File: src/design/skt_pkg.sv
`timescale 1ns / 1ps
// ----------------------------------------------------------------------------
// skt_pkg
// Shared types and constants of the sorted key table: record layout, the
// operation and status codes, the cell commands and the sequencer state.
// ----------------------------------------------------------------------------
package skt_pkg;

    localparam int KEY_W  = 27;
    localparam int HEAD_W = 64;
    localparam int TAIL_W = 8;

    typedef enum logic [2:0] {
        OP_INSERT = 3'd0,
        OP_DELETE = 3'd1,
        OP_LOOKUP = 3'd2,
        OP_ASC    = 3'd3,
        OP_DESC   = 3'd4
    } opcode_t;

    typedef enum logic [1:0] {
        ST_OK        = 2'd0,
        ST_NOT_FOUND = 2'd1,
        ST_FULL      = 2'd2,
        ST_EMPTY     = 2'd3
    } status_t;

    // What every cell of the row does in a given cycle.
    typedef enum logic [2:0] {
        CELL_HOLD,
        CELL_CMP,
        CELL_INS,
        CELL_DEL,
        CELL_ASC,
        CELL_DESC
    } cell_cmd_t;

    // Which cell the record selector picks.
    typedef enum logic [1:0] {
        SEL_MATCH,
        SEL_FIRST,
        SEL_LAST
    } sel_t;

    typedef enum logic [2:0] {
        S_IDLE,
        S_APPLY,
        S_READ,
        S_EMPTY
    } state_t;

    typedef struct packed {
        logic [KEY_W-1:0]  key;
        logic [HEAD_W-1:0] head;
        logic [TAIL_W-1:0] tail;
    } record_t;

    // Control from the sequencer to the datapath.
    typedef struct packed {
        cell_cmd_t cell_cmd;
        sel_t      sel;
        logic      emit;
        status_t   status;
        logic      zero;
        logic      last;
    } skt_ctrl_t;

endpackage

File: src/design/skt_cell.sv
`timescale 1ns / 1ps
// ----------------------------------------------------------------------------
// skt_cell
// One cell of the table row: holds a single record, compares it against the
// search key and takes a record from a neighbour when the row shifts or
// rotates.
// ----------------------------------------------------------------------------
module skt_cell
    import skt_pkg::*;
(
    input  logic             clk,
    input  cell_cmd_t        cmd,
    input  logic             occ,
    input  logic             is_last,
    input  logic [KEY_W-1:0] cmp_key,
    input  record_t          new_rec,
    input  record_t          left_rec,
    input  record_t          right_rec,
    input  record_t          wrap_rec,
    input  logic             left_lt,
    output record_t          rec,
    output logic             lt,
    output logic             match
);

    record_t rec_reg;
    record_t rec_next;
    logic    lt_reg;
    logic    lt_next;
    logic    eq_reg;
    logic    eq_next;

    // Next record and compare flags.
    always_comb
    begin
        rec_next = rec_reg;
        lt_next  = lt_reg;
        eq_next  = eq_reg;
        case (cmd)
            CELL_CMP:
            begin
                lt_next = occ && (rec_reg.key < cmp_key);
                eq_next = (rec_reg.key == cmp_key);
            end
            CELL_INS:
            begin
                // Cells at or after the insertion point move one place right;
                // the one just after the last smaller key takes the new item.
                if (!lt_reg)
                begin
                    rec_next = left_lt ? new_rec : left_rec;
                end
            end
            CELL_DEL:
            begin
                if (!lt_reg)
                begin
                    rec_next = right_rec;
                end
            end
            CELL_ASC:
            begin
                if (occ)
                begin
                    rec_next = is_last ? wrap_rec : right_rec;
                end
            end
            CELL_DESC:
            begin
                if (occ)
                begin
                    rec_next = left_rec;
                end
            end
            default:
            begin
                rec_next = rec_reg;
            end
        endcase
    end

    always_ff @(posedge clk)
    begin
        rec_reg <= rec_next;
        lt_reg  <= lt_next;
        eq_reg  <= eq_next;
    end

    // The first matching cell is the one whose left neighbour is still smaller.
    assign match = occ && eq_reg && !lt_reg && left_lt;
    assign rec   = rec_reg;
    assign lt    = lt_reg;

endmodule

File: config.mk
export PLATFORM = sky130hd
export DESIGN_NAME = skt_cell
export DESIGN_NICKNAME = d
export VERILOG_FILES = /design/src/design/skt_pkg.sv /design/src/design/skt_cell.sv
export SDC_FILE = /design/constraint.sdc
export NUM_CORES = 1
export LEC_CHECK = 0
export BUFFER_PORTS_ARGS = -buffer_cell sky130_fd_sc_hd__buf_2
export CORE_AREA = 2 2 208 210
export DETAILED_ROUTE_END_ITERATION = 7
export DIE_AREA = 0 0 210 212
export PLACE_DENSITY = 0.48
export SKIP_CTS_REPAIR_TIMING = 1
export SYNTH_ARGS = -nofsm -noshare
export SYNTH_HDL_FRONTEND = slang
export SYNTH_SLANG_ARGS = --single-unit
File: constraint.sdc
create_clock -name clk -period 15.3 [get_ports clk]
set_input_delay 0 -clock clk [delete_from_list [all_inputs] [get_ports clk]]
set_output_delay 0 -clock clk [all_outputs]
set_load 0.01 [all_outputs]
# [Yosys cells after proc, flatten, opt, wreduce, memory -nomap -nowiden]
# Index checks and enable logic that the tools add are counted.
[op_classes] div_mod_pow=0 order_cmp=1 reduce_logical=7 n_bitwise=0 multipliers=0 add_sub_neg=0 shift=0 mux=7 eq_ne=10
[op_table] op="$mux W99" count=6
[op_table] op="$pmux W99 S4" count=1
[op_table] op="$eq A27 B27 Y1" count=1
[op_table] op="$lt A27 B27 Y1" count=1
[op_table] op="$ne A2 B2 Y1 const B" count=4
[op_table] op="$eq A3 B2 Y1 const B" count=2
[op_table] op="$eq A3 B3 Y1 const B" count=2
[op_table] op="$reduce_and A5 Y1" count=1
[op_table] op="$logic_and A1 B1 Y1" count=4
[op_table] op="$reduce_bool A4 Y1" count=1
[op_table] op="$eq A3 B1 Y1 const B" count=1
[op_table] op="$logic_not A1 Y1" count=1
[word_totals] register_bits=101 mem_bits_rw=0 rom_bits=0 wordCells=30 memories=0 out_inout_bits=101 latch_bits=0 in_bits=430

# [Longest topological paths before layout]
# Gate-level depths: netlist of run 1.
[depth] ltp_word=3 depth_mapped=7 mapped_depth_nobuf=7

# [Worst setup path before layout of run 1]
# OpenSTA, ideal clock, no wires.
[synth_path] kind="register -> register" startpoint="register lt_reg (netlist: lt)" endpoint="register rec_reg, in the netlist rec[0], enable pin" path_buffers=0 slack_ns=7.193 required_time_ns=14.607 setup_time_ns=0.693 path_stages_with_launch=2 arrival_time_ns=7.414 synth_period_minus_slack_ns=8.107 path_cell_list="edfxtp_1 -> o21ai_0"
[synth_between] elab_chain_cells=2 word_cells_on_any_way=3 cone_classes="eq/ne: 2; reduce/logical: 1"
[synth_lines] element="start: declaration" line="skt_cell.sv:28" rtl="logic lt_reg;"
[synth_lines] element="start signal: assignment" line="skt_cell.sv:85" rtl="lt_reg <= lt_next;"
[synth_lines] element="$ne A2 B2 Y1 (no line)"
[synth_lines] element="$reduce_and A5 Y1 (no line) *"
[synth_lines] element="end signal: assignment" line="skt_cell.sv:84" rtl="rec_reg <= rec_next;"
[synth_lines] element="end: declaration" line="skt_cell.sv:26" rtl="record_t rec_reg;"
# Every way passes the cells marked *; elsewhere a longest branch is shown, timed or not.
# A chain may end at the register's enable or synchronous reset.

# [Worst setup path after layout of run 1]
[layout_path] startpoint="register lt_reg (netlist: lt)" endpoint="register rec_reg, in the netlist rec[46], enable pin"
# Same word-level chain as after synthesis.

==> impl_metrics.json, run 1 <==
{
  "power_density_nw_per_um2": 74.2,
  "grt_pass1_wl_microns": 48500,
  "initial_utilization_pct": 17.2,
  "die_w_microns": 210,
  "place.port_buffers": 530,
  "cp.required_ns": 15.30,
  "finalHoldViolCount": 11,
  "largest_reg_flops": 99,
  "grt_antenna_before_repair": 4,
  "ios": 531,
  "yosysSeqAreaShare_pct": 41.5,
  "ctsRootBufferMaster": "clkbuf_16",
  "grt_overflow": 0,
  "fin_nets": 1714,
  "min_path_type": "input pin to flip-flop",
  "worst-setup-path-type": "flip-flop to flip-flop",
  "syn_nets": 1190,
  "start_kind": "flip-flop",
  "drt_pre_antenna_iters": 7,
  "leakage_nw": 5.15,
  "synth.most_common_cell": "nand2_1",
  "cap_violations": 0,
  "place.gp.congestion": 0.928,
  "synth_top_area_share_pct": 41.5,
  "worstMarginPinSlew_ns": 1.00,
  "cts_made_buffers": 9,
  "status": "complete, but fails checks",
  "power.total_mw": 0.831,
  "fin_skew_ns": 0.0103,
  "fmax_mhz": 433,
  "tns_ns": 0,
  "antenna_cells": 0,
  "die_h_microns": 212,
  "dieArea_sq_um": 44500,
  "synth_area_sq_um": 7300,
  "ir_worst_vdd_uv": 40.1,
  "ys_async_sr_fraction_pct": 0,
  "vias": 8383,
  "hold-worst-slack_ns": -0.0214,
  "synth_cell_type_count": 34,
  "synth_area_leaders": "edfxtp_1, mux2i_1, a22oi_1",
  "detail-route-antenna-nets": 0,
  "clk_pin_slew_ns": 0.08,
  "clock_path_buffers": 2,
  "cts_tree": "yes",
  "crit_arrival_ns": 2.31,
  "synthCells": 733,
  "num_rows": 76,
  "track_usage_pct": 14.5,
  "clk_latency_ns": 0.38,
  "setup_violations": 0,
  "fin_crit_ns": 2.31,
  "drcViolationCount": 0,
  "wirelength_microns": 34300,
  "grt_pass1_vias": 8221,
  "endpoint_kind": "flip-flop",
  "grt_max_degree": 171,
  "violations": "hold timing",
  "max_slew_margin_pct": 33.1,
  "clock-sinks": 101,
  "synth_top_area_cell": "edfxtp_1",
  "drive_gt1_share_pct": 44.5,
  "drt_iter0_drc": 610,
  "synthTopCellsByCount": "nand2_1, edfxtp_1, a22oi_1",
  "worst-path-max-fanout": 52,
  "yosysWarnings": 0,
  "synth-edff-count": 101,
  "post_drt_wl_per_cell_microns": 19.0,
  "core-area_sq_um": 42500,
  "ys.flop_type": "edfxtp_1",
  "slew_viol_final": 0,
  "syn_to_final_growth_pct": 53.2,
  "h-tree-depth": 3,
  "synth_seq_cells": 101,
  "syn_area_per_cell_sq_um": 9.97,
  "viasPerCell": 4.64,
  "finalCritPeriodShare_pct": 15.1,
  "dp_hpwl_microns": 25800,
  "rsz0062_at_grt": "no"
}
metal layers:
| layer | GRT usage, % | part of all wire (%) |
|---|---|---|
| met2 | 24.9 | 49 |
| met1 | 18.1 | 43 |
| met5 | 0 | 0.076 |
| met4 | 4.52 | 1.9 |
| met3 | 3.09 | 6.0 |
power breakdown:
| part | switching (mW) | internal (mW) |
|---|---|---|
| Combinational | 0.121 | 0.108 |
| Sequential | 0.00823 | 0.331 |
| Clock | 0.118 | 0.144 |
| Total | 0.247 | 0.583 |
worst max-delay path, cell delays in order (launching register included):
cell and delay [ns]:
edfxtp_1 0.45, o21ai_4 0.16, buf_4 0.58, buf_4 0.69
worst paths after layout:
check / from / end / slack (ns) / cells past startpoint
max: lt / rec[46] / 12.99 / 3
min: right_rec[44] / rec[44] / -0.02 / 3
max reg2reg: lt / rec[46] / 12.99 / 3
min reg2reg: rec[95] / lt / 0.94 / 4
cells in the final DEF, fill, tap and decap left out, drive strengths merged, types with 6 or more instances in the layout:
| master | instances |
|---|---|
| clkbuf | 10 |
| nor2 | 6 |
| nand2 | 105 |
| ha | 27 |
| buf | 540 |
| mux2i | 99 |
| edfxtp | 101 |
| dlygate4sd3 | 42 |
| a22oi | 100 |
| a221oi | 71 |
| a21oi | 66 |
| o22ai | 29 |
| inv | 30 |
cells by family after synthesis:
family,count (synthesis),synth area share (%)
adder cells (fa/ha/maj),27,4.62
multiplexers,99,13.6
AND/OR/NAND/NOR,129,7.47
buffers and inverters,98,5.76
flip-flops,101,41.5
AO/OA/AOI/OAI,279,27.1
layout make-up:
class,instances,area [sq um]
inverters,29,109
multi-input cells,534,3890
flip-flops and latches,101,3030
repair buffers,582,3170
well taps,546,683
clock inverters,6,86.3
clock buffers,10,229
fillers,4591,31300
through the flow:
step,std cells,instance area (sq um),worst slack (ns),utilization [%]
floorplan,733,7300,7.19,-
global placement,1750,10500,12.76,24.6
detailed placement,1750,10500,12.75,24.6
CTS,1766,10800,12.91,25.3
global route,1808,11200,12.80,26.3
finish,1808,11200,12.99,26.3
(Power assumes the default switching activity.)
==> inputs of run 2 (changes only) <==
--- a/config.mk
+++ b/config.mk
@@ -6,10 +6,10 @@
 export NUM_CORES = 1
 export LEC_CHECK = 0
 export BUFFER_PORTS_ARGS = -buffer_cell sky130_fd_sc_hd__buf_2
-export CORE_AREA = 2 2 208 210
+export CORE_AREA = 2 2 209 211
 export DETAILED_ROUTE_END_ITERATION = 7
-export DIE_AREA = 0 0 210 212
-export PLACE_DENSITY = 0.48
+export DIE_AREA = 0 0 211 213
+export PLACE_DENSITY = 0.47
 export SKIP_CTS_REPAIR_TIMING = 1
 export SYNTH_ARGS = -nofsm -noshare
 export SYNTH_HDL_FRONTEND = slang
==> constraint.sdc (replaced) <==
create_clock -name clk -period 2.15 [get_ports clk]
set_input_delay 0 -clock clk [delete_from_list [all_inputs] [get_ports clk]]
set_output_delay 0 -clock clk [all_outputs]
set_load 0.01 [all_outputs]
==> run 2 against run 1 <==
Against the previous run: the flow still finishes with violations (hold timing); cell count is 1.1% higher; via count is 0.51% higher; setup slack lost 13 ns; highest routed layer is now met4; final area increased by 1.8%; hold slack better by 0.0038 ns; clock skew is 0.0024 ns lower; non-clock buffer count rose by 18; largest cell class unchanged; sequential share of layout area down 0.48 points; core utilization is 0.35 points higher; first-iteration DRC count is 19% lower; critical path type unchanged.
==> impl_metrics.json, run 2 (same netlist as run 1, synthesis figures left out) <==
{
  "fin_nets": 1732,
  "wirelength_microns": 34900,
  "setup_ws_ns": 0.244,
  "grt_overflow": 0,
  "rsz0062_at_grt": "no",
  "cap_violations": 0,
  "cts_tree": "yes",
  "drive_gt1_share_pct": 46.8,
  "drt_iter0_drc": 492,
  "dp_slack_ns": 0.244,
  "clk_pin_slew_ns": 0.08,
  "clock_path_buffers": 2,
  "grt_pass1_vias": 8101,
  "worstMarginPinSlew_ns": 0.475,
  "slew_viol_final": 0,
  "post_drt_wl_per_cell_microns": 19.1,
  "min_path_type": "input pin to flip-flop",
  "finalCritPeriodShare_pct": 88.7,
  "worst-path-max-fanout": 2,
  "h-tree-depth": 3,
  "met2_length_microns": 17700,
  "finalHoldViolCount": 7,
  "core-area_sq_um": 42700,
  "largest_reg_flops": 99,
  "ir_worst_vdd_uv": 329,
  "endpoint_kind": "flip-flop",
  "fin_crit_ns": 1.91,
  "met3_length_microns": 2080,
  "highest_layer": "met4",
  "grt_max_degree": 48,
  "start_kind": "flip-flop",
  "drcViolationCount": 0,
  "met1_length_microns": 14600,
  "vias": 8426,
  "crit_arrival_ns": 2.13,
  "dp_cells": 1785,
  "die_h_microns": 213,
  "die_w_microns": 211,
  "grt_antenna_before_repair": 1,
  "violations": "hold timing",
  "clk_latency_ns": 0.37,
  "placed_area_sq_um": 10800,
  "grt_pass1_wl_microns": 48800,
  "drt_pre_antenna_iters": 5,
  "initial_utilization_pct": 17.1,
  "viasPerCell": 4.61,
  "cts_made_buffers": 9,
  "detail-route-antenna-nets": 0,
  "hold-worst-slack_ns": -0.0176,
  "dp_hpwl_microns": 27800,
  "final_common_cell": "buf_2",
  "place.port_buffers": 530,
  "ios": 531,
  "power.total_mw": 5.91,
  "status": "complete, but fails checks",
  "fmax_mhz": 525,
  "clock-sinks": 101,
  "power_density_nw_per_um2": 518,
  "dieArea_sq_um": 44900,
  "num_rows": 76,
  "place.gp.congestion": 0.840,
  "tns_ns": 0,
  "stdcell_area_sq_um": 11400,
  "syn_to_final_growth_pct": 56.0,
  "worst-setup-path-type": "flip-flop to flip-flop",
  "instances_no_fill": 1827,
  "fin_skew_ns": 0.00783,
  "fillers": 4683,
  "track_usage_pct": 14.5,
  "max_slew_margin_pct": 68.0,
  "leakage_nw": 5.27,
  "final_cell_mix": "buf_2, nand2_1, edfxtp_1, a22oi_1, mux2i_1",
  "cp.required_ns": 2.37,
  "ctsRootBufferMaster": "clkbuf_16",
  "setup_violations": 0
}
## run 2: report_power, final
group | switching [mW] | internal (mW)
sequential | 0.0478 | 2.35
combinational | 0.907 | 0.816
clock | 0.860 | 0.920
## run 2: final timing paths
check / startpoint / end / slack [ns] / cells after the start
min: wrap_rec[47] / rec[47] / -0.02 / 3
max: rec[76] / lt / 0.24 / 6
min reg2reg: lt / rec[92] / 0.82 / 1
max reg2reg: rec[76] / lt / 0.24 / 6
## run 2: through the flow
stage / hold WS [ns] / util [%]
3_5_place_dp: 0.349 / 25.4
5_1_grt: 0.000377 / 26.7
3_3_place_gp: 0.347 / 25.4
6_report: -0.0176 / 26.7
4_1_cts: -0.0667 / 26.1
2_1_floorplan: 0.213 / -
## run 2: metal layers
| layer | GRT usage [%] | vias to the layer above |
|---|---|---|
| li1 | - | 4008 |
| met1 | 18.0 | 4027 |
| met2 | 25.4 | 361 |
| met3 | 2.96 | 30 |
| met4 | 4.25 | 0 |
| met5 | 0 | - |
## run 2: area by class of cell
| type | count | area, sq um | area share, % |
|---|---|---|---|
| flip-flops and latches | 101 | 3030 | 26.6 |
| diodes | 1 | 2.50 | 0.0220 |
| inverters | 29 | 109 | 0.955 |
| repair buffers | 600 | 3380 | 29.7 |
| clock buffers | 9 | 225 | 1.98 |
| clock inverters | 7 | 77.6 | 0.681 |
| well taps | 546 | 683 | 6.00 |
| multi-input cells | 534 | 3880 | 34.0 |
## run 2: worst max-delay path, cell delays in order, from the launching register on
cell,delay [ns]
edfxtp_1,0.39
ha_1,0.32
a41o_1,0.24
a21oi_1,0.22
o22ai_1,0.12
a211o_1,0.31
a31oi_1,0.17
==> inputs of run 3 (changes only) <==
--- a/config.mk
+++ b/config.mk
@@ -5,11 +5,12 @@
 export SDC_FILE = /design/constraint.sdc
 export NUM_CORES = 1
 export LEC_CHECK = 0
+export ABC_AREA = 1
 export BUFFER_PORTS_ARGS = -buffer_cell sky130_fd_sc_hd__buf_2
-export CORE_AREA = 2 2 209 211
+export CORE_AREA = 2 2 207 209
 export DETAILED_ROUTE_END_ITERATION = 7
-export DIE_AREA = 0 0 211 213
-export PLACE_DENSITY = 0.47
+export DIE_AREA = 0 0 209 211
+export PLACE_DENSITY = 0.51
 export SKIP_CTS_REPAIR_TIMING = 1
 export SYNTH_ARGS = -nofsm -noshare
 export SYNTH_HDL_FRONTEND = slang
==> run 3 against run 2 <==
Against the previous run: the run still ends with hold timing left; first-iteration DRC count grew 71%; combinational power grew 20%; sequential share of layout area shrank 4.3 points; synthesized cell count grew 68%; setup slack gained 0.11 ns; critical path depth shrank 1; sequential power is essentially flat; routed wire length grew 23%; critical path type unchanged; largest cell class unchanged; largest power group unchanged.
==> impl_metrics.json, run 3 <==
{
  "grt_overflow": 0,
  "dieArea_sq_um": 44100,
  "endpoint_kind": "flip-flop",
  "cts_tree": "yes",
  "syn_to_final_growth_pct": 61.3,
  "drt_pre_antenna_iters": 8,
  "crit_path_top_delay_cell": "nor4_1",
  "cp.required_ns": 2.29,
  "met1_usage_pct": 21.0,
  "synth_top_area_share_pct": 35.9,
  "syn_nets": 1687,
  "use_met3_pct": 4.65,
  "fin_crit_ns": 1.79,
  "max_slew_margin_pct": 44.9,
  "finalHoldViolCount": 8,
  "synthCells": 1230,
  "vias": 11100,
  "fin_nets": 2329,
  "power_density_nw_per_um2": 457,
  "setup_violations": 0,
  "h-tree-depth": 3,
  "ys_async_sr_fraction_pct": 0,
  "drcViolationCount": 0,
  "grt_busiest_layer": "met2",
  "violations": "hold timing",
  "synth_top_area_cell": "edfxtp_1",
  "core-area_sq_um": 41800,
  "synth_cell_type_count": 24,
  "ios": 531,
  "cts_made_buffers": 9,
  "die_w_microns": 209,
  "ys.flop_type": "edfxtp_1",
  "largest_reg_flops": 99,
  "cap_violations": 0,
  "grt_pass1_wl_microns": 60600,
  "syn_area_per_cell_sq_um": 6.86,
  "yosysWarnings": 0,
  "stdcell_area_sq_um": 13600,
  "yosysSeqAreaShare_pct": 35.9,
  "worst-setup-path-type": "flip-flop to flip-flop",
  "wirelength_microns": 42900,
  "crit_family": "simple AND/OR/NAND/NOR gates",
  "synth_area_sq_um": 8440,
  "min_path_type": "input pin to flip-flop",
  "ctsRootBufferMaster": "clkbuf_16",
  "placed_area_sq_um": 11700,
  "status": "complete, but fails checks",
  "hold-worst-slack_ns": -0.0388,
  "synthTopCellsByCount": "nand2_1, inv_1, edfxtp_1",
  "final_cell_mix": "nand2_1, buf_2, dlygate4sd3_1, inv_1, edfxtp_1",
  "crit_path_max_incr_delay_ns": 0.43,
  "drive_gt1_share_pct": 34.6,
  "clk_latency_ns": 0.38,
  "rsz0062_at_grt": "no",
  "grt_pass1_vias": 10300,
  "track_usage_pct": 18.2,
  "crit_path_frequent_cell": "nand2_1",
  "path_buf_inv": 0,
  "use_met2_pct": 31.9,
  "synth_seq_cells": 101,
  "slew_viol_final": 0,
  "grt_max_degree": 128,
  "detail-route-antenna-nets": 0,
  "grt_antenna_before_repair": 9,
  "crit_arrival_ns": 1.93,
  "finalCritPeriodShare_pct": 83.3,
  "synth_area_leaders": "edfxtp_1, nand2_1, o211ai_1",
  "clock-sinks": 101,
  "fin_skew_ns": 0.0121,
  "num_rows": 75,
  "tns_ns": 0,
  "leakage_nw": 6.44,
  "final_common_cell": "nand2_1",
  "synth-edff-count": 101,
  "clk_pin_slew_ns": 0.08,
  "dp_hpwl_microns": 31300,
  "place.gp.congestion": 0.884,
  "worstMarginPinSlew_ns": 0.825,
  "viasPerCell": 4.60,
  "fin_util_pct": 32.6,
  "place.port_buffers": 530,
  "fmax_mhz": 558,
  "initial_utilization_pct": 20.2,
  "clock_path_buffers": 2,
  "post_drt_wl_per_cell_microns": 17.7,
  "crit_chain": "ha_1 -> nand2_1 -> nor2_1 -> nand2_1 -> nor4_1",
  "start_kind": "flip-flop",
  "ir_worst_vdd_uv": 268,
  "synth.most_common_cell": "nand2_1",
  "die_h_microns": 211,
  "worst-path-max-fanout": 4,
  "reg2reg_slack_ns": 0.36,
  "drt_iter0_drc": 842
}
==> run 3: path summary, 6_finish.rpt <==
check | end | from | cells past startpoint
worst min-delay path | rec[0] | right_rec[0] | 3
worst max-delay path | eq_reg | rec[98] | 5
worst min register to register | lt | rec[90] | 6
worst max register to register | eq_reg | rec[98] | 5
==> run 3: final cells by class <==
type                            instances  area [sq um]
Antenna cell                            3          7.51
Clock buffer                            9           225
Clock inverter                          6          65.1
Fill cell                            4511         28100
Inverter                              111           417
Multi-Input combinational cell        942          4690
Sequential cell                       101          3030
Tap cell                              539           674
Timing Repair Buffer                  707          4500
==> run 3: metrics by stage <==
stage	instances	power [mW]	hold slack, ns	setup WS [ns]
6_report	2418	6.22	-0.0388	0.359
3_5_place_dp	2243	4.21	0.303	0.347
2_1_floorplan	1230	3.28	0.0937	-0.384
3_3_place_gp	2243	4.20	0.297	0.452
5_1_grt	2418	6.56	0.000120	0.238
4_1_cts	2258	6.01	-0.116	0.345
==> run 3: power breakdown <==
| group | switching [mW] | internal, mW | leakage, nW |
|---|---|---|---|
| clock | 0.859 | 0.899 | 0.141 |
| combinational | 1.07 | 0.992 | 5.34 |
| sequential | 0.0487 | 2.35 | 0.953 |
| total | 1.98 | 4.25 | 6.44 |
==> run 3: metal layers <==
layer / part of all wire, % / vias up
met3: 7.6 / 75
met5: 0.072 / -
met2: 50 / 531
met4: 3.3 / 4
li1: - / 5393
met1: 39 / 5115
==> run 3: cell families (layout without fill, tap and decap cells) <==
logic type,Yosys count,count (layout),share of synthesized area [%]
AO/OA/AOI/OAI,162,162,12.5
flip-flops,101,101,35.9
adder cells (fa/ha/maj),27,27,4.00
buffers and inverters,187,833,8.67
AND/OR/NAND/NOR,753,753,38.9
other,0,3,0
==> run 3: worst reg2reg max path, stage by stage, from the launching register on <==
cell and delay, ns:
edfxtp_1 0.42, ha_1 0.34, nand2_1 0.08, nor2_1 0.16, nand2_1 0.13, nor4_1 0.43
