**config.mk**
```make
export PLATFORM = sky130hd
export DESIGN_NAME = skt_ctrl
export DESIGN_NICKNAME = d
export VERILOG_FILES = /design/src/design/skt_pkg.sv /design/src/design/skt_ctrl.sv
export SDC_FILE = /design/constraint.sdc
export NUM_CORES = 1
export LEC_CHECK = 0
export ABC_AREA = 1
export BUFFER_PORTS_ARGS = -buffer_cell sky130_fd_sc_hd__buf_2
export CAP_MARGIN = 40
export CELL_PAD_IN_SITES_DETAIL_PLACEMENT = 2
export CELL_PAD_IN_SITES_GLOBAL_PLACEMENT = 2
export CORE_UTILIZATION = 29
export CTS_CLUSTER_SIZE = 20
export DETAILED_ROUTE_END_ITERATION = 6
export PLACE_DENSITY_LB_ADDON = 0.1
export REMOVE_ABC_BUFFERS = 1
export SLEW_MARGIN = 20
export SYNTH_ARGS = -nofsm -noshare
export SYNTH_HDL_FRONTEND = slang
export SYNTH_SLANG_ARGS = --single-unit
```
**constraint.sdc**
```tcl
create_clock -name clk -period 2.4 [get_ports clk]
set_input_delay 0.48 -clock clk [delete_from_list [all_inputs] [get_ports clk]]
set_output_delay 0.48 -clock clk [all_outputs]
set_load 0.02 [all_outputs]
```
**src/design/skt_pkg.sv**
```systemverilog
`timescale 1ns / 1ps
// ----------------------------------------------------------------------------
// skt_pkg
// Shared types and constants of the sorted key table: record layout, the
// operation and status codes, the cell commands and the sequencer state.
// ----------------------------------------------------------------------------
package skt_pkg;

    localparam int KEY_W  = 27;
    localparam int HEAD_W = 64;
    localparam int TAIL_W = 8;

    typedef enum logic [2:0] {
        OP_INSERT = 3'd0,
        OP_DELETE = 3'd1,
        OP_LOOKUP = 3'd2,
        OP_ASC    = 3'd3,
        OP_DESC   = 3'd4
    } opcode_t;

    typedef enum logic [1:0] {
        ST_OK        = 2'd0,
        ST_NOT_FOUND = 2'd1,
        ST_FULL      = 2'd2,
        ST_EMPTY     = 2'd3
    } status_t;

    // What every cell of the row does in a given cycle.
    typedef enum logic [2:0] {
        CELL_HOLD,
        CELL_CMP,
        CELL_INS,
        CELL_DEL,
        CELL_ASC,
        CELL_DESC
    } cell_cmd_t;

    // Which cell the record selector picks.
    typedef enum logic [1:0] {
        SEL_MATCH,
        SEL_FIRST,
        SEL_LAST
    } sel_t;

    typedef enum logic [2:0] {
        S_IDLE,
        S_APPLY,
        S_READ,
        S_EMPTY
    } state_t;

    typedef struct packed {
        logic [KEY_W-1:0]  key;
        logic [HEAD_W-1:0] head;
        logic [TAIL_W-1:0] tail;
    } record_t;

    // Control from the sequencer to the datapath.
    typedef struct packed {
        cell_cmd_t cell_cmd;
        sel_t      sel;
        logic      emit;
        status_t   status;
        logic      zero;
        logic      last;
    } skt_ctrl_t;

endpackage

```
**src/design/skt_ctrl.sv**
```systemverilog
`timescale 1ns / 1ps
// ----------------------------------------------------------------------------
// skt_ctrl
// Sequencer of the sorted key table: accepts one item at a time, keeps the
// record count and steps the cell row through compare, update and read-out.
// ----------------------------------------------------------------------------
module skt_ctrl
    import skt_pkg::*;
#(
    parameter int TABLE_DEPTH = 32,
    parameter int CNT_W       = $clog2(TABLE_DEPTH + 1)
)
(
    input  logic             clk,
    input  logic             rst_n,
    input  logic             in_valid,
    input  logic [2:0]       opcode,
    input  logic             found,
    input  logic             out_free,
    output logic             in_ready,
    output logic [CNT_W-1:0] count,
    output skt_ctrl_t        ctrl
);

    localparam logic [CNT_W-1:0] Full = CNT_W'(TABLE_DEPTH);
    localparam logic [CNT_W-1:0] One  = CNT_W'(1);

    state_t           state_reg;
    state_t           state_next;
    logic [2:0]       op_reg;
    logic [2:0]       op_next;
    logic [CNT_W-1:0] count_reg;
    logic [CNT_W-1:0] count_next;
    logic [CNT_W-1:0] remain_reg;
    logic [CNT_W-1:0] remain_next;
    logic             accept;

    assign accept = in_valid && in_ready;

    // Next state.
    always_comb
    begin
        state_next = state_reg;
        case (state_reg)
            S_IDLE:
            begin
                if (in_valid)
                begin
                    if (opcode == OP_INSERT || opcode == OP_DELETE || opcode == OP_LOOKUP)
                    begin
                        state_next = S_APPLY;
                    end
                    else if (opcode == OP_ASC || opcode == OP_DESC)
                    begin
                        state_next = (count_reg == '0) ? S_EMPTY : S_READ;
                    end
                end
            end
            S_APPLY, S_EMPTY:
            begin
                if (out_free)
                begin
                    state_next = S_IDLE;
                end
            end
            S_READ:
            begin
                if (out_free && remain_reg == One)
                begin
                    state_next = S_IDLE;
                end
            end
            default:
            begin
                state_next = S_IDLE;
            end
        endcase
    end

    // Outputs to the cell row and the output register.
    always_comb
    begin
        in_ready      = 1'b0;
        ctrl.cell_cmd = CELL_HOLD;
        ctrl.sel      = SEL_MATCH;
        ctrl.emit     = 1'b0;
        ctrl.status   = ST_OK;
        ctrl.zero     = 1'b1;
        ctrl.last     = 1'b1;
        case (state_reg)
            S_IDLE:
            begin
                in_ready = 1'b1;
                if (in_valid)
                begin
                    ctrl.cell_cmd = CELL_CMP;
                end
            end
            S_APPLY:
            begin
                ctrl.emit = out_free;
                if (op_reg == OP_INSERT)
                begin
                    if (count_reg == Full)
                    begin
                        ctrl.status = ST_FULL;
                    end
                    else if (out_free)
                    begin
                        ctrl.cell_cmd = CELL_INS;
                    end
                end
                else if (found)
                begin
                    ctrl.zero = 1'b0;
                    if (out_free && op_reg == OP_DELETE)
                    begin
                        ctrl.cell_cmd = CELL_DEL;
                    end
                end
                else
                begin
                    ctrl.status = ST_NOT_FOUND;
                end
            end
            S_EMPTY:
            begin
                ctrl.emit   = out_free;
                ctrl.status = ST_EMPTY;
            end
            S_READ:
            begin
                ctrl.emit = out_free;
                ctrl.zero = 1'b0;
                ctrl.last = (remain_reg == One);
                ctrl.sel  = (op_reg == OP_ASC) ? SEL_FIRST : SEL_LAST;
                if (out_free)
                begin
                    ctrl.cell_cmd = (op_reg == OP_ASC) ? CELL_ASC : CELL_DESC;
                end
            end
            default:
            begin
                in_ready = 1'b0;
            end
        endcase
    end

    // Operation, record count and read-out counter.
    always_comb
    begin
        op_next     = op_reg;
        count_next  = count_reg;
        remain_next = remain_reg;
        if (accept)
        begin
            op_next     = opcode;
            remain_next = count_reg;
        end
        if (ctrl.cell_cmd == CELL_INS)
        begin
            count_next = count_reg + One;
        end
        else if (ctrl.cell_cmd == CELL_DEL)
        begin
            count_next = count_reg - One;
        end
        else if (ctrl.cell_cmd == CELL_ASC || ctrl.cell_cmd == CELL_DESC)
        begin
            remain_next = remain_reg - One;
        end
    end

    always_ff @(posedge clk or negedge rst_n)
    begin
        if (!rst_n)
        begin
            state_reg <= S_IDLE;
            count_reg <= '0;
        end
        else
        begin
            state_reg <= state_next;
            count_reg <= count_next;
        end
    end

    always_ff @(posedge clk)
    begin
        op_reg     <= op_next;
        remain_reg <= remain_next;
    end

    assign count = count_reg;

endmodule

```
## Word level (Yosys, flattened, before mapping)

Cells that the tools add are included.
W data, S select, Z words.

| operators by class | value |
|---|---|
| $add $sub $neg | 3 |
| eq/ne operators | 19 |
| multiplexer cells | 34 |
| reductions and logical operators | 15 |

Operator list:

| kind | count |
|---|---|
| $mux W6 | 6 |
| $mux W3 | 8 |
| $eq A3 B2 Y1 const B | 7 |
| $pmux W3 S3 | 2 |
| $mux W2 | 7 |
| $sub A6 B1 Y6 const B | 2 |
| $eq A3 B1 Y1 const B | 3 |
| $eq A3 B3 Y1 const B | 3 |
| $logic_not A3 Y1 | 3 |
| $mux W1 | 9 |
| $add A6 B1 Y6 const B | 1 |
| $eq A6 B1 Y1 const B | 1 |
| $eq A6 B6 Y1 const B | 1 |
| $logic_not A6 Y1 | 1 |
| $ne A2 B2 Y1 const B | 3 |
| $logic_or A1 B1 Y1 | 4 |
| $pmux W2 S2 | 1 |
| $reduce_and A4 Y1 | 1 |
| $logic_and A1 B1 Y1 | 3 |
| $ne A3 B3 Y1 const B | 1 |
| $reduce_or A3 Y1 | 1 |
| $pmux W1 S2 | 1 |
| $reduce_bool A2 Y1 | 1 |
| $reduce_or A2 Y1 | 1 |

| storage, ports and cells | value |
|---|---|
| register bits after elaboration | 18 |
| input bits | 8 |
| output and inout bits | 17 |
| logic and storage cells | 75 |

## Longest topological paths before layout

Gate-level depths: netlist of run 1.

| depth | value |
|---|---|
| depth in word-level cells | 11 |
| gate-level depth with buffers | 16 |
| gate-level depth less buffers | 16 |

## Worst setup path after synthesis of run 1

OpenSTA, ideal clock, no wires.

| timing | value |
|---|---|
| kind | flip-flop to flip-flop |
| start point | register state_reg[1] |
| end point | register count_reg[4], in the netlist count[4] |
| setup time | 129 ps |
| arrival time | 1976 ps |
| required time | 2271 ps |
| path slack | 295 ps |
| cell stages (with the launch flop) | 11 |
| buffers on the path | 0 |
| period minus slack after synthesis | 2105 ps |
| cells stage by stage | dfrtp_1 > nor2_2 > nand2_2 > nand2_2 > nor2_2 > nand3_2 > inv_1 > fa_1 > o21ai_0 > xnor2_1 > o21ai_0 |

| between the ends | value |
|---|---|
| cells in the longest elaborated chain, start to end | 4 |
| elaborated cells on any way between the ends | 8 |
| those cells by class | eq/ne: 4; mux: 2; reduce/logical: 2 |

Ends and longest elaborated chain:

| element | RTL line | source |
|---|---|---|
| from (decl) | skt_ctrl.sv:28 | `state_t state_reg;` |
| from (signal assigned) | skt_ctrl.sv:183 | `state_reg <= state_next;` |
| $eq A3 B2 Y1 (tied with other cells) | skt_ctrl.sv:90 | `case (state_reg)` |
| $pmux W3 S3 * | skt_ctrl.sv:90 |  |
| $eq A3 B2 Y1 (on tied branches) | skt_ctrl.sv:160, skt_ctrl.sv:164 |  |
| $mux W6 / $reduce_bool A2 Y1 (equally long branches) | n/a |  |
| to (signal assigned) | skt_ctrl.sv:184 | `count_reg <= count_next;` |
| to (decl) | skt_ctrl.sv:32 | `logic [CNT_W-1:0] count_reg;` |

Every way passes the cells marked *; elsewhere a longest branch is shown, timed or not.
A chain may end at the register's enable or synchronous reset.

## Worst setup path in the final report of run 1

| timing | value |
|---|---|
| start point | register op_reg[2] |
| end point | register count_reg[5], in the netlist count[5] |

| between the ends | value |
|---|---|
| cells in the longest elaborated chain, start to end | 8 |
| elaborated cells on any way between the ends | 14 |
| those cells by class | eq/ne: 4; mux: 7; reduce/logical: 3 |

Ends and longest elaborated chain:

| element | RTL line | source |
|---|---|---|
| from (decl) | skt_ctrl.sv:30 | `logic [2:0] op_reg;` |
| from (signal assigned) | skt_ctrl.sv:190 | `op_reg <= op_next;` |
| $eq A3 B1 Y1 | skt_ctrl.sv:116 | `if (out_free && op_reg == OP_DELETE)` |
| $logic_and A1 B1 Y1 | skt_ctrl.sv:116 |  |
| $mux W2 | skt_ctrl.sv:116 |  |
| $mux W3 | skt_ctrl.sv:113 | `else if (found)` |
| $mux W3 | skt_ctrl.sv:102 | `if (op_reg == OP_INSERT)` |
| $pmux W3 S3 * | skt_ctrl.sv:90 |  |
| $eq A3 B2 Y1 (on tied branches) | skt_ctrl.sv:160, skt_ctrl.sv:164 |  |
| $mux W6 / $reduce_bool A2 Y1 (equally long branches) | n/a |  |

Marks and branches as above.

==> reports/results.tsv, run 1 <==
stage	metric	value	unit
outcome	outcome	finished clean	
drt	Iteration-0 DRC Markers	31	
critical_path	CP Max Fanout	7	
drt	Vias	1189	
cts	Sink Count	17	
timing	Worst slew margin	0.8216	
power	Leakage	0.0007826	uW
die	Core ar.	0.003744	sq mm
drt	DRT Wirelength	3780	um
critical_path	CP Class	reg2reg	
logic_synthesis	sequential share of the synthesized area	0.3527	
final_layout	share of post-route cells with drive strength above 1	0.3100	
timing	Final setup viols	0	
cts	CTS root buffer	clkbuf_8	
placement	port bufs	24	
cts	CTS tree	yes	
die	Vert. Die Dim	65.35	um
logic_synthesis	Cell variety after synth	25	
drt	Vias/cell	4.794	
flow_run	max-cap violations	0	
global_routing	first-pass GRT wire length	6127	um
die	die area	0.004270	sq mm
global_routing	total grt overflow	0	
timing	FMAX	0.4396	GHz
final_layout	area grow syn2layout	31.83	%
cts	Max Buffers Root-to-Sink	2	
placement	post-DP HPWL	2998	um
timing	Hold Vio Cnt, Final	0	
critical_path	crit path DAT	2.43	ns
logic_synthesis	Post-Syn Area	0.001164	sq mm
final_layout	Diodes inserted	0	
global_routing	pin count of the biggest net entering global routing	14	
drt	WL per Instance	15.24	um
cts	hold_buf cts	0	
power	Max IR drop VDD	0.4467	mV
placement	worst slack at placement	-0.03926	ns
die	starting density of the core	0.3108	
cts	Num CTS Buffers	3	
die	die width	65.35	um
global_routing	antenna violations before repair	0	
drt	ANT nets after route	0	
logic_synthesis	Synth Warn #	0	
placement	GPL Wtd Cong	0.8625	
die	Core Rows	22	
logic_synthesis	Avg Cell Area, Syn	7.227	sq um
placement	dpl cells	241	
die	I/O pin count	25	
global_routing	vias in the first global route	1236	
cts	clk_lat worst skew	0.26	ns
timing	Least-Margin Pin Slew	0.2667	ns
power	pwr/cell area	1303	mW/mm^2
timing	Final WS setup	0.1250	ns
critical_path	Setup crit end kind	flop	
drt	Residual DRC	0	
cts	clk slew on worst S/H paths	0.07	ns
timing	fin. max-slew vios	0	
critical_path	Worst setup SP type	flop	
drt	TritonRoute pass-1 iters	4	
final_layout	non-filler instance count after layout	248	
global_routing	gr usage total	0.1920	
min_path	HP Class	in2async	
final_layout	final core utilization	0.4098	
critical_path	CP Data Required Time	2.56	ns
logic_synthesis	Synth Register Bits	17	
timing	period utilization	0.9479	
timing	Clock Skew	0.003845	ns
timing	minimum clock period	2.275	ns
logic_synthesis	Mapped Cells	161	
final_layout	NumNets Final	217	
cts	htree depth	1	
[cell usage in the layout (no fill, tap or decap), types with 2 or more instances in the layout]
cell type and n:
nand4_1 3, xnor2_1 3, xor2_1 2, o21ai_1 2
nand2_1 36, o21ai_0 14, nor2_4 2, clkbuf_8 3
nand3_1 9, edfxtp_1 3, buf_2 24, dfxtp_1 6
o31ai_1 2, ha_4 3, inv_1 16, nor2_1 17
a21oi_1 9, ha_1 4, buf_4 13, dfrtp_1 8
inv_2 3, nor2_2 3, nand2_2 8
[cells in the mapped netlist]
master,instances,area [sq um]
dfxtp_1,6,120.1
nand3b_1,1,7.510
fa_1,1,20.02
nand3_2,1,10.01
a21oi_1,10,50.05
inv_2,3,11.26
buf_4,1,7.510
o21ai_1,1,5.000
buf_6,1,11.26
dfrtp_1,8,200.2
edfxtp_1,3,90.09
a31oi_1,1,6.260
nor2_1,18,67.56
nand4_1,3,18.77
nand2_2,6,37.54
o21ai_0,15,75.07
nand3_1,9,45.04
ha_1,7,87.58
o31ai_1,2,15.01
xor2_1,2,17.52
nor2_2,4,25.02
xnor2_1,3,26.28
nand2_1,38,142.6
or2_2,1,6.260
inv_1,16,60.06
[per-stage QoR]
step / total power [uW] / area, sq um / hold WS [ns] / TNS (ns)
after CTS: 1955 / 1465 / 0.06386 / 0
final: 1999 / 1534 / 0.05317 / 0
after global placement: 1648 / 1400 / 0.3431 / 0
after floorplan: 1279 / 1145 / 0.1844 / 0
after detailed placement: 1711 / 1400 / 0.3417 / -0.03926
after global routing: 2184 / 1534 / 0.06459 / -0.01376
[worst max-delay path, cell delays in order, from the launching register on]
cell      delay, ns
edfxtp_1       0.43
nand3b_1       0.27
nand2_2        0.12
nand2_2        0.06
nor2_4         0.11
nand3_4        0.16
ha_4           0.33
nand2_1        0.08
or2_2          0.31
nand4_1        0.11
nand2_1        0.08
nand2_1        0.06
nand2_1        0.05
[layout make-up]
class | count | area [sq um]
multi-input cells | 123 | 729.5
well taps | 48 | 60.06
flip-flops and latches | 17 | 410.4
clock buffers | 4 | 45.04
repair buffers | 37 | 217.7
inverters | 19 | 71.32
fillers | 461 | 2210
[per-layer routing]
| metal | global-route usage | routed length [um] | vias to the layer above |
|---|---|---|---|
| li1 | - | - | 601 |
| met3 | 0.03125 | 53 | 5 |
| met2 | 0.3363 | 1931 | 8 |
| met4 | 0.05707 | 42 | 0 |
| met1 | 0.2391 | 1752 | 575 |
| met5 | 0 | 0 | - |
[power breakdown]
part	switching (uW)	internal, uW
Combinational	787	492
Sequential	80.3	410
Clock	111	118
[cell families (layout without fill, tap and decap cells)]
| kind of cell | count (synthesis) | in the layout | synth area share |
|---|---|---|---|
| and+or+nand+nor | 81 | 81 | 0.3097 |
| xor gates and xnor gates | 5 | 5 | 0.03764 |
| DFF | 17 | 17 | 0.3527 |
| adders and majority gates | 8 | 8 | 0.09247 |
| AOI/OAI and AO/OA | 29 | 29 | 0.1301 |
| buffers and inverters | 21 | 60 | 0.07742 |
[timing repair]
item / in CTS / in global routing
cloned: 0 / 0
pin swaps: 0 / 4
resized for setup: 2 / 9
setup endpoints to repair: 1 / 3
setup buffers: 0 / 3
[path summary, 6_finish.rpt]
check	start	end	slack, ns	cells past startpoint
max	op_reg[2]	count[5]	0.12	12
min	rst_n	count[3]	0.05	1
max reg2reg	op_reg[2]	count[5]	0.12	12
min reg2reg	remain_reg[3]	remain_reg[3]	0.57	2
max in group asynchronous	rst_n	state_reg[0]	2.17	1
min in group clk	opcode[2]	op_reg[2]	0.41	1
Note: power is estimated with default switching activity, not from simulation.
==> inputs of run 2 (changes only) <==
--- a/config.mk
+++ b/config.mk
@@ -10,6 +10,7 @@
 export CAP_MARGIN = 40
 export CELL_PAD_IN_SITES_DETAIL_PLACEMENT = 2
 export CELL_PAD_IN_SITES_GLOBAL_PLACEMENT = 2
+export CORE_ASPECT_RATIO = 0.9
 export CORE_UTILIZATION = 29
 export CTS_CLUSTER_SIZE = 20
 export DETAILED_ROUTE_END_ITERATION = 6
==> run 2 against run 1 <==
  * Register-to-register slack lost 0.05 ns
  * Total power shrank 1.4%
  * Sequential share of layout area grew 0.81 points
  * Count of clock-buffer cells in the layout is the same
  * Via count grew 0.25%
  * Utilization shrank 1.6 points
  * Setup slack lost 0.051 ns
  * Flip-flop and latch count is the same
  * Cell area shrank 2.9%
  * Critical endpoint unchanged
  * Global-route usage grew 0.51 points
  * Cell count shrank 2.4%
==> reports/results.tsv, run 2 (same netlist as run 1, synthesis figures left out) <==
stage	metric	value	unit	change
cts	clk slew on worst S/H paths	0.07	ns	about the same
drt	TritonRoute pass-1 iters	4		unchanged
drt	Vias	1192		+0.25%
global_routing	first-pass GRT wire length	6072	um	-0.90%
power	power share of the combinational group	0.632		-0.008
critical_path	flop2flop setup slack	0.07	ns	-0.05 ns
final_layout	Storage cell area	410.4	sq um	unchanged
power	pwr/cell area	1323	mW/mm^2	+1.5%
cts	CTS tree	yes		
global_routing	met2 usage	0.3319		-0.004407
final_layout	commonest cells after routing, fill and taps aside	nand2_1, buf_2, nor2_1, inv_1, o21ai_0		
global_routing	total grt overflow	0		unchanged
power	Max IR drop VDD	0.5350	mV	+20%
power	Clock power frac	0.112		-0.003
placement	DP Area	0.001390	sq mm	-0.71%
die	Core Rows	21		-4.5%
power	sequential power share	0.257		+0.012
critical_path	CP Max Fanout	7		unchanged
placement	port bufs	24		unchanged
global_routing	antenna violations before repair	0		unchanged
timing	period utilization	0.9693		+0.02135
die	I/O pin count	25		unchanged
placement	post-DP HPWL	3092	um	+3.1%
final_layout	final core utilization	0.3935		-0.01624
final_layout	design area	0.001489	sq mm	-2.9%
timing	Worst slew margin	0.8204		-0.001172
placement	GPL Wtd Cong	0.8542		-0.96%
drt	DRT Wirelength	3896	um	+3.1%
drt	ANT nets after route	0		unchanged
drt	Vias/cell	4.926		+2.7%
cts	Sink Count	17		unchanged
final_layout	area grow syn2layout	27.96	%	
power	Leakage	0.0007627	uW	-2.5%
timing	minimum clock period	2.326	ns	+0.05123 ns
power	Int Pwr	997.9	uW	-2.2%
die	starting density of the core	0.3075		-0.003289
drt	Iteration-0 DRC Markers	57		+84%
critical_path	crit path DAT	2.47	ns	+0.04 ns
final_layout	Diodes inserted	0		unchanged
timing	Clock Skew	0.002165	ns	-0.001679 ns
final_layout	NumNets Final	213		-1.8%
die	die width	68.77	um	+5.2%
timing	fin. max-slew vios	0		unchanged
critical_path	Worst setup SP type	flop		
cts	htree depth	1		unchanged
timing	FMAX	0.4299	GHz	-2.2%
global_routing	pin count of the biggest net entering global routing	14		unchanged
die	Core ar.	0.003784	sq mm	+1.1%
cts	Max Buffers Root-to-Sink	2		unchanged
timing	Least-Margin Pin Slew	0.2671	ns	+0.0004598 ns
critical_path	Setup crit end kind	flop		
global_routing	routing usage on met3	0.04562		+0.01437
final_layout	commonest non-fill, non-tap cell in the layout	nand2_1		
power	switching power	972.3	uW	-0.67%
cts	CTS root buffer	clkbuf_8		
cts	Num CTS Buffers	3		unchanged
final_layout	Multi-input gate area	716.9	sq um	-1.7%
global_routing	M1 GR Usage	0.2624		+0.02334
min_path	HP Class	in2async		
global_routing	gr usage total	0.1971		+0.005133
drt	WL per Instance	16.10	um	+5.6%
critical_path	CP Data Required Time	2.55	ns	about the same
timing	RSZ-0062 raised after global routing	yes		
cts	clk_lat worst skew	0.25	ns	about the same
global_routing	vias in the first global route	1260		+1.9%
flow_run	max-cap violations	0		unchanged
critical_path	CP Class	reg2reg		
global_routing	busiest grt layer	met2		
power	sw frac	0.4935		+0.003880
die	die area	0.004270	sq mm	about the same
timing	Total Neg Setup Slack	0	ns	unchanged
timing	Final setup viols	0		unchanged
cts	hold_buf cts	0		unchanged
outcome	outcome	finished clean		
final_layout	fill count	457		-0.87%
final_layout	share of post-route cells with drive strength above 1	0.2806		-0.02939
die	Vert. Die Dim	62.10	um	-5.0%
drt	Residual DRC	0		unchanged
timing	Hold Vio Cnt, Final	0		unchanged
run 2: changes by cell type in the layout (fill, tap and decap cells not counted), sizes merged:
| cell | delta |
|---|---|
| buf | -4 |
run 2: power by group through the flow:
stage | sequential (uW) | clock (uW) | combinational [uW]
after global routing | 525 | 240 | 1390
after global placement | 498 | 0 | 1130
final | 506 | 220 | 1240
after CTS | 502 | 227 | 1210
after detailed placement | 509 | 0 | 1200
after floorplan | 545 | 0 | 734
run 2: through the flow:
step / cells / hold slack [ns] / setup WS, ns / total power [uW]
finish: 242 / 0.06909 / 0.07376 / 1970
global placement: 238 / 0.3428 / 0.1092 / 1627
global route: 242 / 0.07222 / -0.06957 / 2158
CTS: 242 / 0.06885 / 0.04414 / 1934
detailed placement: 238 / 0.3438 / -0.04437 / 1704
floorplan: 159 / 0.1844 / 0.1118 / 1279
run 2: path summary, 6_finish.rpt:
check	startpoint	end	depth (start not counted)
min	rst_n	count[2]	1
max reg2reg	op_reg[2]	count[5]	13
min reg2reg	remain_reg[0]	remain_reg[0]	3
max in group asynchronous	rst_n	count[1]	1
min in group clk	opcode[2]	op_reg[2]	1
max	op_reg[2]	count[5]	13
run 2: worst max-delay path, cell delays in order (launching register included):
cell and delay, ns:
edfxtp_1 0.42, nor2_4 0.16, nand2_1 0.10, nor2_1 0.12
nand2_1 0.07, nand2_1 0.14, nand3_4 0.18, ha_4 0.35
nand2_1 0.07, or2_2 0.31, nand3_1 0.09, nand2_2 0.07
nand3_1 0.08, nand2_1 0.06
run 2: layout make-up:
type	count	area share
Multi-Input combinational cell	123	0.4815
Sequential cell	17	0.2756
Timing Repair Buffer	33	0.1261
Inverter	19	0.04790
Tap cell	46	0.03866
Clock buffer	4	0.03025
run 2: timing repair:
item                       CTS  global route
gates resized for setup      0             7
setup buffers                0             0
setup endpoints to repair    0             2
run 2: layer usage:
| metal | routed length (um) | up-vias | part of all wire |
|---|---|---|---|
| met5 | 0 | - | 0 |
| met3 | 108 | 4 | 0.028 |
| met1 | 1863 | 578 | 0.48 |
| met2 | 1896 | 18 | 0.49 |
| li1 | - | 592 | - |
| met4 | 27 | 0 | 0.0069 |
